<file path="config.mk">
export PLATFORM = sky130hd
export DESIGN_NAME = gamepad_packet_receiver
export DESIGN_NICKNAME = d
export VERILOG_FILES = /design/src/rtl/core/gpr_pkg.sv /design/src/rtl/core/gpr_regs.sv /design/src/rtl/core/gpr_stick.sv /design/src/rtl/core/gpr_deframer.sv /design/src/rtl/core/gamepad_packet_receiver.sv
export SDC_FILE = /design/constraint.sdc
export NUM_CORES = 1
export LEC_CHECK = 0
export BUFFER_PORTS_ARGS = -buffer_cell sky130_fd_sc_hd__buf_4
export CAP_MARGIN = 25
export CORE_ASPECT_RATIO = 2
export CORE_UTILIZATION = 52
export DETAILED_ROUTE_END_ITERATION = 12
export GPL_TIMING_DRIVEN = 1
export MAX_ROUTING_LAYER = met4
export PLACE_DENSITY = 0.77
export SETUP_SLACK_MARGIN = 0.15
export SLEW_MARGIN = 40
export SYNTH_ARGS = -nofsm -noshare
export SYNTH_HDL_FRONTEND = slang
export SYNTH_HIERARCHICAL = 1
export SYNTH_SLANG_ARGS = --single-unit
</file>
<file path="constraint.sdc">
create_clock -name aclk -period 5.75 [get_ports aclk]
set_input_delay 0.8625 -clock aclk [delete_from_list [all_inputs] [get_ports aclk]]
set_output_delay 0.8625 -clock aclk [all_outputs]
set_load 0.05 [all_outputs]
</file>
<file path="src/rtl/core/gpr_pkg.sv">
// Shared types and constants for the gamepad packet receiver.
// No dependencies; used by gpr_regs, gpr_deframer and gamepad_packet_receiver.
`timescale 1ns / 1ps

package gpr_pkg;

    // Item kinds carried in s_tuser
    typedef enum logic [1:0] {
        OP_BYTE  = 2'd0,
        OP_TICK  = 2'd1,
        OP_CLEAR = 2'd2,
        OP_NONE  = 2'd3
    } gpr_op_t;

    // Deframer state: hunting for a header, or collecting announced bytes
    typedef enum logic {
        ST_HUNT = 1'b0,
        ST_BODY = 1'b1
    } gpr_state_t;

    // Register indexes (byte address 4*index)
    typedef enum logic [1:0] {
        REG_DEADZONE  = 2'd0,
        REG_PKT_TMO   = 2'd1,
        REG_LINK_TMO  = 2'd2,
        REG_UNUSED    = 2'd3
    } gpr_reg_idx_t;

    localparam logic [7:0]  DEADZONE_RESET = 8'd0;
    localparam logic [7:0]  PKT_TMO_RESET  = 8'd5;
    localparam logic [15:0] LINK_TMO_RESET = 16'd1000;

    localparam logic [7:0] HEADER_RESERVED = 8'hC0;

    // Target bit positions in the expanded header mask
    localparam int TGT_LB = 6;
    localparam int TGT_RB = 7;

    typedef struct packed {
        logic [15:0] link_timeout;
        logic [7:0]  pkt_timeout;
        logic [7:0]  deadzone;
    } gpr_cfg_t;

    // Controller state as it stands after the current word
    typedef struct packed {
        logic [15:0]      idle_ticks;
        logic [3:0][7:0]  stick;
        logic [1:0][7:0]  trigger;
        logic [1:0][7:0]  button;
        logic [1:0][7:0]  click;
        logic             done;
    } gpr_view_t;

endpackage

</file>
<file path="src/rtl/core/gpr_regs.sv">
// APB-style configuration registers: deadzone, packet and link timeouts.
// Depends on gpr_pkg.
`timescale 1ns / 1ps

module gpr_regs (
    input  logic              aclk,
    input  logic              aresetn,
    input  logic              psel,
    input  logic              penable,
    input  logic              pwrite,
    input  logic [3:0]        paddr,
    input  logic [31:0]       pwdata,
    output logic [31:0]       prdata,
    output logic              pready,
    output gpr_pkg::gpr_cfg_t cfg
);

    gpr_pkg::gpr_cfg_t cfg_reg;
    gpr_pkg::gpr_cfg_t cfg_next;
    gpr_pkg::gpr_reg_idx_t idx;
    logic wr_en;

    assign pready = 1'b1;
    assign idx    = gpr_pkg::gpr_reg_idx_t'(paddr[3:2]);
    assign wr_en  = psel && penable && pwrite && pready;

    always_comb begin
        cfg_next = cfg_reg;
        if (wr_en) begin
            unique case (idx)
                gpr_pkg::REG_DEADZONE: cfg_next.deadzone     = pwdata[7:0];
                gpr_pkg::REG_PKT_TMO:  cfg_next.pkt_timeout  = pwdata[7:0];
                gpr_pkg::REG_LINK_TMO: cfg_next.link_timeout = pwdata[15:0];
                default: ;
            endcase
        end
    end

    always_ff @(posedge aclk) begin
        if (!aresetn) begin
            cfg_reg.deadzone     <= gpr_pkg::DEADZONE_RESET;
            cfg_reg.pkt_timeout  <= gpr_pkg::PKT_TMO_RESET;
            cfg_reg.link_timeout <= gpr_pkg::LINK_TMO_RESET;
        end else begin
            cfg_reg <= cfg_next;
        end
    end

    always_comb begin
        unique case (idx)
            gpr_pkg::REG_DEADZONE: prdata = {24'd0, cfg_reg.deadzone};
            gpr_pkg::REG_PKT_TMO:  prdata = {24'd0, cfg_reg.pkt_timeout};
            gpr_pkg::REG_LINK_TMO: prdata = {16'd0, cfg_reg.link_timeout};
            default:               prdata = 32'd0;
        endcase
    end

    assign cfg = cfg_reg;

endmodule

</file>
<file path="src/rtl/core/gpr_stick.sv">
// Stick scaling: raw byte v to 2v-255, zeroed inside the deadzone.
// Depends on nothing but its ports.
`timescale 1ns / 1ps

module gpr_stick (
    input  logic [7:0]        raw,
    input  logic [7:0]        deadzone,
    output logic signed [8:0] scaled
);

    logic signed [9:0] s10;
    logic [9:0]        mag10;
    logic [7:0]        mag;

    assign s10   = $signed({1'b0, raw, 1'b0}) - 10'sd255;
    assign mag10 = s10[9] ? 10'(-s10) : 10'(s10);
    assign mag   = mag10[7:0];   // |2v-255| never exceeds 255

    assign scaled = (mag < deadzone) ? 9'sd0 : s10[8:0];

endmodule

</file>
<file path="src/rtl/core/gpr_deframer.sv">
// Header hunt, byte steering, timeouts and click tracking.
// Depends on gpr_pkg. Presents the state after the current word.
`timescale 1ns / 1ps

module gpr_deframer (
    input  logic               aclk,
    input  logic               aresetn,
    input  logic               accept,
    input  gpr_pkg::gpr_op_t   op,
    input  logic [7:0]         data_byte,
    input  logic               clear_side,
    input  logic [7:0]         clear_mask,
    input  gpr_pkg::gpr_cfg_t  cfg,
    output gpr_pkg::gpr_view_t view_next
);

    gpr_pkg::gpr_state_t state_reg, state_next;
    logic [7:0]       remaining_reg, remaining_next;  // targets still to come
    logic [7:0]       packet_age_reg, packet_age_next;
    logic [15:0]      idle_ticks_reg, idle_ticks_next;
    logic [3:0][7:0]  stick_reg, stick_next;
    logic [1:0][7:0]  trigger_reg, trigger_next;
    logic [1:0][7:0]  button_reg, button_next;
    logic [1:0][7:0]  click_reg, click_next;

    logic       is_byte, is_tick, is_clear;
    logic       hdr_ok;
    logic [7:0] hdr_mask;
    logic [7:0] tgt;          // one-hot current target
    logic [7:0] rem_after;
    logic [7:0] age_inc;
    logic       done;

    assign is_byte  = accept && (op == gpr_pkg::OP_BYTE);
    assign is_tick  = accept && (op == gpr_pkg::OP_TICK);
    assign is_clear = accept && (op == gpr_pkg::OP_CLEAR);

    assign hdr_ok   = (data_byte != 8'd0) && ((data_byte & gpr_pkg::HEADER_RESERVED) == 8'd0);
    // sticks take two bytes each, then triggers, then button bytes
    assign hdr_mask = {data_byte[5], data_byte[4], data_byte[3], data_byte[2],
                       data_byte[1], data_byte[1], data_byte[0], data_byte[0]};

    assign tgt       = remaining_reg & (~remaining_reg + 8'd1);
    assign rem_after = remaining_reg & ~tgt;
    assign age_inc   = (packet_age_reg == 8'hFF) ? packet_age_reg : packet_age_reg + 8'd1;
    assign done      = is_byte && (state_reg == gpr_pkg::ST_BODY) && (rem_after == 8'd0);

    // next state
    always_comb begin
        state_next = state_reg;
        unique case (state_reg)
            gpr_pkg::ST_HUNT: begin
                if (is_byte && hdr_ok) state_next = gpr_pkg::ST_BODY;
            end
            gpr_pkg::ST_BODY: begin
                if (done) begin
                    state_next = gpr_pkg::ST_HUNT;
                end else if (is_tick && (age_inc >= cfg.pkt_timeout)) begin
                    state_next = gpr_pkg::ST_HUNT;
                end
            end
            default: state_next = gpr_pkg::ST_HUNT;
        endcase
    end

    // datapath
    always_comb begin
        remaining_next  = remaining_reg;
        packet_age_next = packet_age_reg;
        idle_ticks_next = idle_ticks_reg;
        stick_next      = stick_reg;
        trigger_next    = trigger_reg;
        button_next     = button_reg;
        click_next      = click_reg;

        if (is_byte) begin
            idle_ticks_next = 16'd0;
            if (state_reg == gpr_pkg::ST_HUNT) begin
                if (hdr_ok) begin
                    remaining_next  = hdr_mask;
                    packet_age_next = 8'd0;
                end
            end else begin
                remaining_next = rem_after;
                for (int i = 0; i < 4; i++) begin
                    if (tgt[i]) stick_next[i] = data_byte;
                end
                for (int i = 0; i < 2; i++) begin
                    if (tgt[4 + i]) trigger_next[i] = data_byte;
                end
                for (int i = 0; i < 2; i++) begin
                    if (tgt[gpr_pkg::TGT_LB + i]) begin
                        click_next[i]  = data_byte & ~button_reg[i];
                        button_next[i] = data_byte;
                    end
                end
            end
        end else if (is_tick) begin
            if (idle_ticks_reg != 16'hFFFF) idle_ticks_next = idle_ticks_reg + 16'd1;
            if (state_reg == gpr_pkg::ST_BODY) packet_age_next = age_inc;
        end else if (is_clear) begin
            click_next[clear_side] = click_reg[clear_side] & ~clear_mask;
        end
    end

    always_ff @(posedge aclk) begin
        if (!aresetn) begin
            state_reg      <= gpr_pkg::ST_HUNT;
            remaining_reg  <= 8'd0;
            packet_age_reg <= 8'd0;
            idle_ticks_reg <= gpr_pkg::LINK_TMO_RESET;
            stick_reg      <= '0;
            trigger_reg    <= '0;
            button_reg     <= '0;
            click_reg      <= '0;
        end else begin
            state_reg      <= state_next;
            remaining_reg  <= remaining_next;
            packet_age_reg <= packet_age_next;
            idle_ticks_reg <= idle_ticks_next;
            stick_reg      <= stick_next;
            trigger_reg    <= trigger_next;
            button_reg     <= button_next;
            click_reg      <= click_next;
        end
    end

    always_comb begin
        view_next.idle_ticks = idle_ticks_next;
        view_next.stick      = stick_next;
        view_next.trigger    = trigger_next;
        view_next.button     = button_next;
        view_next.click      = click_next;
        view_next.done       = done;
    end

    // a packet in progress always has at least one byte left to collect
    a_body_has_targets: assert property (@(posedge aclk) disable iff (!aresetn)
        (state_reg == gpr_pkg::ST_BODY) |-> (remaining_reg != 8'd0))
        else $error("body state with no targets left");

    a_byte_clears_idle: assert property (@(posedge aclk) disable iff (!aresetn)
        (aresetn && is_byte) |=> (idle_ticks_reg == 16'd0))
        else $error("received byte did not clear idle counter");

    a_header_starts_packet: assert property (@(posedge aclk) disable iff (!aresetn)
        (aresetn && is_byte && (state_reg == gpr_pkg::ST_HUNT) && hdr_ok)
        |=> ((state_reg == gpr_pkg::ST_BODY) && (packet_age_reg == 8'd0)))
        else $error("valid header did not open a packet");

    a_done_only_in_body: assert property (@(posedge aclk) disable iff (!aresetn)
        done |-> (state_reg == gpr_pkg::ST_BODY && state_next == gpr_pkg::ST_HUNT))
        else $error("packet end outside a packet");

endmodule

</file>
<file path="src/rtl/core/gamepad_packet_receiver.sv">
// Gamepad packet receiver: one result word per accepted input word.
// The result word is registered at the accepting edge and is valid in the cycle after acceptance.
// Throughput: one word per cycle; s_tready drops only while a result waits unread.
// Reset (aresetn low, synchronous): no packet open, all controller state zero,
// link down (idle count at 1000), registers at deadzone 0 / packet 5 / link 1000.
// Depends on gpr_pkg, gpr_regs, gpr_stick, gpr_deframer.
`timescale 1ns / 1ps

module gamepad_packet_receiver (
    input  logic        aclk,
    input  logic        aresetn,
    // config port
    input  logic        psel,
    input  logic        penable,
    input  logic        pwrite,
    input  logic [3:0]  paddr,
    input  logic [31:0] pwdata,
    output logic [31:0] prdata,
    output logic        pready,
    // input words
    input  logic        s_tvalid,
    output logic        s_tready,
    input  logic [23:0] s_tdata,   // data_byte[7:0], clear_side[8], clear_mask[16:9]
    input  logic [1:0]  s_tuser,   // operation[1:0]
    // result words
    output logic        m_tvalid,
    input  logic        m_tready,
    output logic [87:0] m_tdata,   // link_up[0], left_x[9:1], left_y[18:10],
                                   // right_x[27:19], right_y[36:28],
                                   // left_trig[44:37], right_trig[52:45],
                                   // left_pressed[60:53], right_pressed[68:61],
                                   // left_clicked[76:69], right_clicked[84:77]
    output logic        m_tlast    // packet_done
);

    gpr_pkg::gpr_cfg_t  cfg;
    gpr_pkg::gpr_view_t view_next;
    logic               s_accept;
    logic               link_up;
    logic signed [8:0]  stick_scaled [4];

    logic        m_tvalid_reg, m_tvalid_next;
    logic [87:0] m_tdata_reg;
    logic        m_tlast_reg;

    gpr_regs u_regs (
        .aclk    (aclk),
        .aresetn (aresetn),
        .psel    (psel),
        .penable (penable),
        .pwrite  (pwrite),
        .paddr   (paddr),
        .pwdata  (pwdata),
        .prdata  (prdata),
        .pready  (pready),
        .cfg     (cfg)
    );

    assign s_tready = !m_tvalid_reg || m_tready;
    assign s_accept = s_tvalid && s_tready;

    gpr_deframer u_deframer (
        .aclk       (aclk),
        .aresetn    (aresetn),
        .accept     (s_accept),
        .op         (gpr_pkg::gpr_op_t'(s_tuser)),
        .data_byte  (s_tdata[7:0]),
        .clear_side (s_tdata[8]),
        .clear_mask (s_tdata[16:9]),
        .cfg        (cfg),
        .view_next  (view_next)
    );

    for (genvar g = 0; g < 4; g++) begin : g_stick
        gpr_stick u_stick (
            .raw      (view_next.stick[g]),
            .deadzone (cfg.deadzone),
            .scaled   (stick_scaled[g])
        );
    end

    assign link_up = view_next.idle_ticks < cfg.link_timeout;

    assign m_tvalid_next = s_accept ? 1'b1 : (m_tready ? 1'b0 : m_tvalid_reg);

    always_ff @(posedge aclk) begin
        if (!aresetn) begin
            m_tvalid_reg <= 1'b0;
        end else begin
            m_tvalid_reg <= m_tvalid_next;
        end
    end

    always_ff @(posedge aclk) begin
        if (s_accept) begin
            m_tdata_reg <= {3'd0,
                            view_next.click[1], view_next.click[0],
                            view_next.button[1], view_next.button[0],
                            view_next.trigger[1], view_next.trigger[0],
                            stick_scaled[3], stick_scaled[2],
                            stick_scaled[1], stick_scaled[0],
                            link_up};
            m_tlast_reg <= view_next.done;
        end
    end

    assign m_tvalid = m_tvalid_reg;
    assign m_tdata  = m_tdata_reg;
    assign m_tlast  = m_tlast_reg;

endmodule

</file>
; After elaboration in Yosys (flattened, before gate mapping)
; Cells that the tools add are included.
[classes]
mux = 47
n_addsub = 11
order_cmp = 8
eq_ne = 8
reduce_logical = 28
n_bitwise = 11
[ops]
columns = operator, count
row1 = $mux W8, 25
row2 = $mux W16, 11
row3 = $mux W32, 2
row4 = $pmux W16 S3, 1
row5 = $and A8 B8 Y8, 5
row6 = $not A8 Y8, 5
row7 = $sub A9 B8 Y10 const B, 4
row8 = $lt A8 B8 Y1, 4
row9 = $neg A8 Y8, 4
row10 = $add A16 B1 Y16 const B, 1
row11 = $add A8 B1 Y8 const B, 2
row12 = $bwmux W16, 1
row13 = $logic_not A8 Y1, 2
row14 = $lt A16 B16 Y1, 1
row15 = $ne A16 B16 Y1 const B, 1
row16 = $logic_and A1 B1 Y1, 12
row17 = $demux W8 S1, 1
row18 = $eq A8 B8 Y1 const B, 1
row19 = $ge A8 B8 Y1, 1
row20 = $reduce_and A2 Y1, 4
row21 = $reduce_bool A2 Y1, 4
row22 = $reduce_bool A8 Y1, 1
row23 = $mux W1, 5
row24 = $eq A2 B1 Y1 const B, 2
row25 = 10 further kinds, 13
[totals]
inputBits = 69
out_inout_bits = 124
elab_cells = 137
ff_bits = 232

; Depth between registers and ports, before layout
[depth]
word_depth = 10
mapped_depth = 13
depth_no_buf = 12

; By module
; Netlist, hierarchy kept.
[modules_own_cells]
columns = mod, seq_area_each_um2, instances, area_each_um2, cells_each
row1 = gpr_deframer, 2262.2, 1, 5800.6, 629
row2 = gamepad_packet_receiver, 2602.5, 1, 3027.9, 147
row3 = gpr_regs, 640.6, 1, 1650.3, 188
row4 = gpr_stick, 0.0, 4, 406.6, 54

; Worst setup path after synthesis
; OpenSTA, ideal clock, no wires.
[synth_path]
path_type = input port to flip-flop
start = in m_tready
end = reg m_tdata_reg[20], in the netlist m_tdata[20], data pin
cell_stages = 13
required_time_ps = 5477
setup_ps = 273
arrival_ps = 6192
n_path_buf = 3
path_slack_ps = -715
path_cell_list = nand2b_1 -> and2_1 -> and4bb_2 -> buf_4 -> nand3_1 -> mux2_2 -> buf_4 -> xnor2_1 -> ha_1 -> and2_4 -> buf_6 -> a221oi_4 -> o22ai_1
[synth_lines]
columns = element, line_no
row1 = "start, declared", gamepad_packet_receiver.sv:27  ; input logic m_tready,
row2 = "end signal, assigned", gamepad_packet_receiver.sv:96  ; m_tdata_reg <= {3'd0,
row3 = "end, declared", gamepad_packet_receiver.sv:43  ; logic [87:0] m_tdata_reg;

==> impl_results.md <==
- EDFF count, synth: 86
- Leak Pwr: 5.61 nW
- Power Internal: 0.00281 W
- DR vias: 8990
- Placer Congestion: 0.847
- Worst-path clk slew: 0.06 ns
- CP startpoint kind: input pin
- Period minus WS final: 3.86 ns
- Global route overflow: 0
- Synth Warn #: 6
- Final setup vio count: 0
- Fillers: 1911
- Max reg flops: 85
- Number of H-tree levels: 1
- Clock network power share: 0.431
- Sw Ratio: 0.244
- Max cap viols: 0
- Layout cells sized above 1: 0.226
- Top_reg_cell synth: dfxtp_1
- Slew @ Worst Pin: 0.771 ns
- Clock Path Buffers: 3
- Normalized max-slew margin: 0.486
- Hold Fails Final Rpt: 0
- Syn Inst Count: 1180
- Top-area cell type share of the netlist area: 0.241
- First-pass GRT wire length: 43000 um
- Total track usage: 0.237
- CTS Root Cell: clkbuf_16
- WP data arrival: 4.10 ns
- Port Buf Inserts: 147
- M2 GR Usage: 0.453
- Worst-skew pair later-pin latency: 0.52 ns
- Ranking of synthesized cells by area: dfxtp_1 (24%), edfxtp_1 (21%), mux2_2 (6.2%), ha_1 (5.2%), and2_1 (4.4%)
- M3 GR Usage: 0.0242
- Post-CTS Setup Inserts: 0
- Clock skew: 0.00956 ns
- Avg Cell Area, Syn: 10.3 sq um
- Diode count: 0
- CTS tree: yes
- Nets: 1402
- DRC: 0
- Die Span Y: 218 um
- Clk sink count: 232
- Kind of critical path: in2reg
- HPWL Detailed: 19200 um
- Slew Viols, Final: 0
- Global Route met1 Usage: 0.240
- Starting Density: 0.532
- Core Region: 22700 sq um
- Max Freq: 259 MHz
- Seq/Total Area, Yosys: 0.455
- CP Data Required Time: 5.99 ns
- PwrDens: 266 nW/um^2
- Yosys reg bits: 232
- Commonest cells in the netlist: dfxtp_1 (146), inv_1 (99), nand2_1 (93), edfxtp_1 (86), and2_1 (85)
- Util after Layout: 0.613
- Critical path endpoint category: register
- Drt wl/cell: 17.2 um
- Net Switching: 0.000905 W
- Initial antenna violation count: 0
- Async set or reset register ratio after synthesis: 0
- CTS Hold Bufs: 0
- Most common cell in the synthesized netlist: dfxtp_1
- Final ANT Viol Nets: 0
- Tcrit/Tclk final: 0.671
- Yosys cell types: 79
- Reg power frac: 0.472
- Largest net degree at the start of global routing: 112
- Starting DRT DRC Count: 438
- Setup TNS: 0 ns
- Combinational group share of total power: 0.097
- Vias in the first global route: 8703
- Hold Path Class: reg2reg
- Die W: 110 um
- Maximum VDD drop: 0.252 mV
- Area growth from synthesis to final layout: 15.1%
- Full die area: 23900 sq um
- RSZ-0062 raised after global routing: no
- Cell taking the most area after synthesis: dfxtp_1
- Drt total wl: 27100 um
- Status: complete, no violations
- Critical Path Fanout Max: 10
- First-pass iteration count of the detailed router: 5
- GR peak layer: met2
- Synth Cell Area: 12100 sq um
- Inserted Clock Buffers: 22
- Post-CTS sizing: 0
- Num rows: 78
- Drt via density: 5.69
- Top-level port count: 193
## kinds of logic after synthesis
family                     share of synthesized area
AOI/OAI and AO/OA                              0.103
and+or+nand+nor                                0.190
muxes                                          0.100
buffers and inverters                         0.0756
xor gates and xnor gates                      0.0232
DFF                                            0.455
adders and majority gates                     0.0525
other                                       0.000930
## final cells by class
type,count,area [sq um],area share
clock inverters,11,190,0.0136
flip-flops and latches,232,5510,0.395
repair buffers,152,1140,0.0821
clock buffers,29,608,0.0436
multi-input cells,776,5770,0.414
well taps,280,350,0.0251
inverters,99,372,0.0267
## worst paths after layout
check | startpoint | end | slack (ns) | depth (start not counted)
worst max-delay path | m_tready | m_tdata[24] | 1.89 | 11
worst min register to register | u_regs/cfg[30] | u_regs/cfg[30] | 0.47 | 2
worst max register to register | m_tvalid | m_tdata[24] | 2.02 | 10
worst min-delay path | u_regs/cfg[30] | u_regs/cfg[30] | 0.47 | 2
## through the flow
step	hold WS [ns]	setup WS, ns	power (W)	cells	area [sq um]
2_1_floorplan	0.434	0.338	0.00204	1197	12200
3_3_place_gp	0.444	1.45	0.00214	1539	13100
3_5_place_dp	0.462	1.38	0.00215	1539	13100
4_1_cts	0.471	1.91	0.00375	1579	13900
5_1_grt	0.488	1.71	0.00383	1579	13900
6_report	0.467	1.89	0.00371	1579	13900
## layout by cell type, fill, tap and decap left out, types with 20 or more instances in the layout
cell       count
clkbuf_16     23
buf_4        151
mux2_2        67
o22ai_1       33
o21ai_0       28
nand4_1       43
mux2i_1       46
dfxtp_1      146
xnor2_1       29
nor2_1        21
edfxtp_1      86
nand2_1       93
and2_1        84
ha_1          50
a21oi_1       30
inv_1         99
nand3_1       44
conb_1        20
## metal layers
| metal | vias to the layer above | routed length [um] |
|---|---|---|
| met4 | 0 | 708 |
| li1 | 4367 | - |
| met5 | - | 0 |
| met1 | 4304 | 10200 |
| met3 | 55 | 1090 |
| met2 | 264 | 15200 |
## worst max-delay path: stages
cell and delay, ns:
buf_4 0.07, nand2b_1 0.13, and2_4 0.22, and4bb_2 0.46, nand3_1 0.39, mux2_2 0.52, xnor2_1 0.17, ha_1 0.41
a21o_1 0.25, a221oi_4 0.46, o22ai_1 0.14
## power by group through the flow
stage | Combinational, W | Clock, W | Sequential (W)
final | 0.000358 | 0.00160 | 0.00175
after global routing | 0.000383 | 0.00169 | 0.00176
after CTS | 0.000362 | 0.00164 | 0.00175
after detailed placement | 0.000361 | 0 | 0.00179
after global placement | 0.000355 | 0 | 0.00179
after floorplan | 0.000169 | 0 | 0.00188
(Power assumes the default switching activity.)
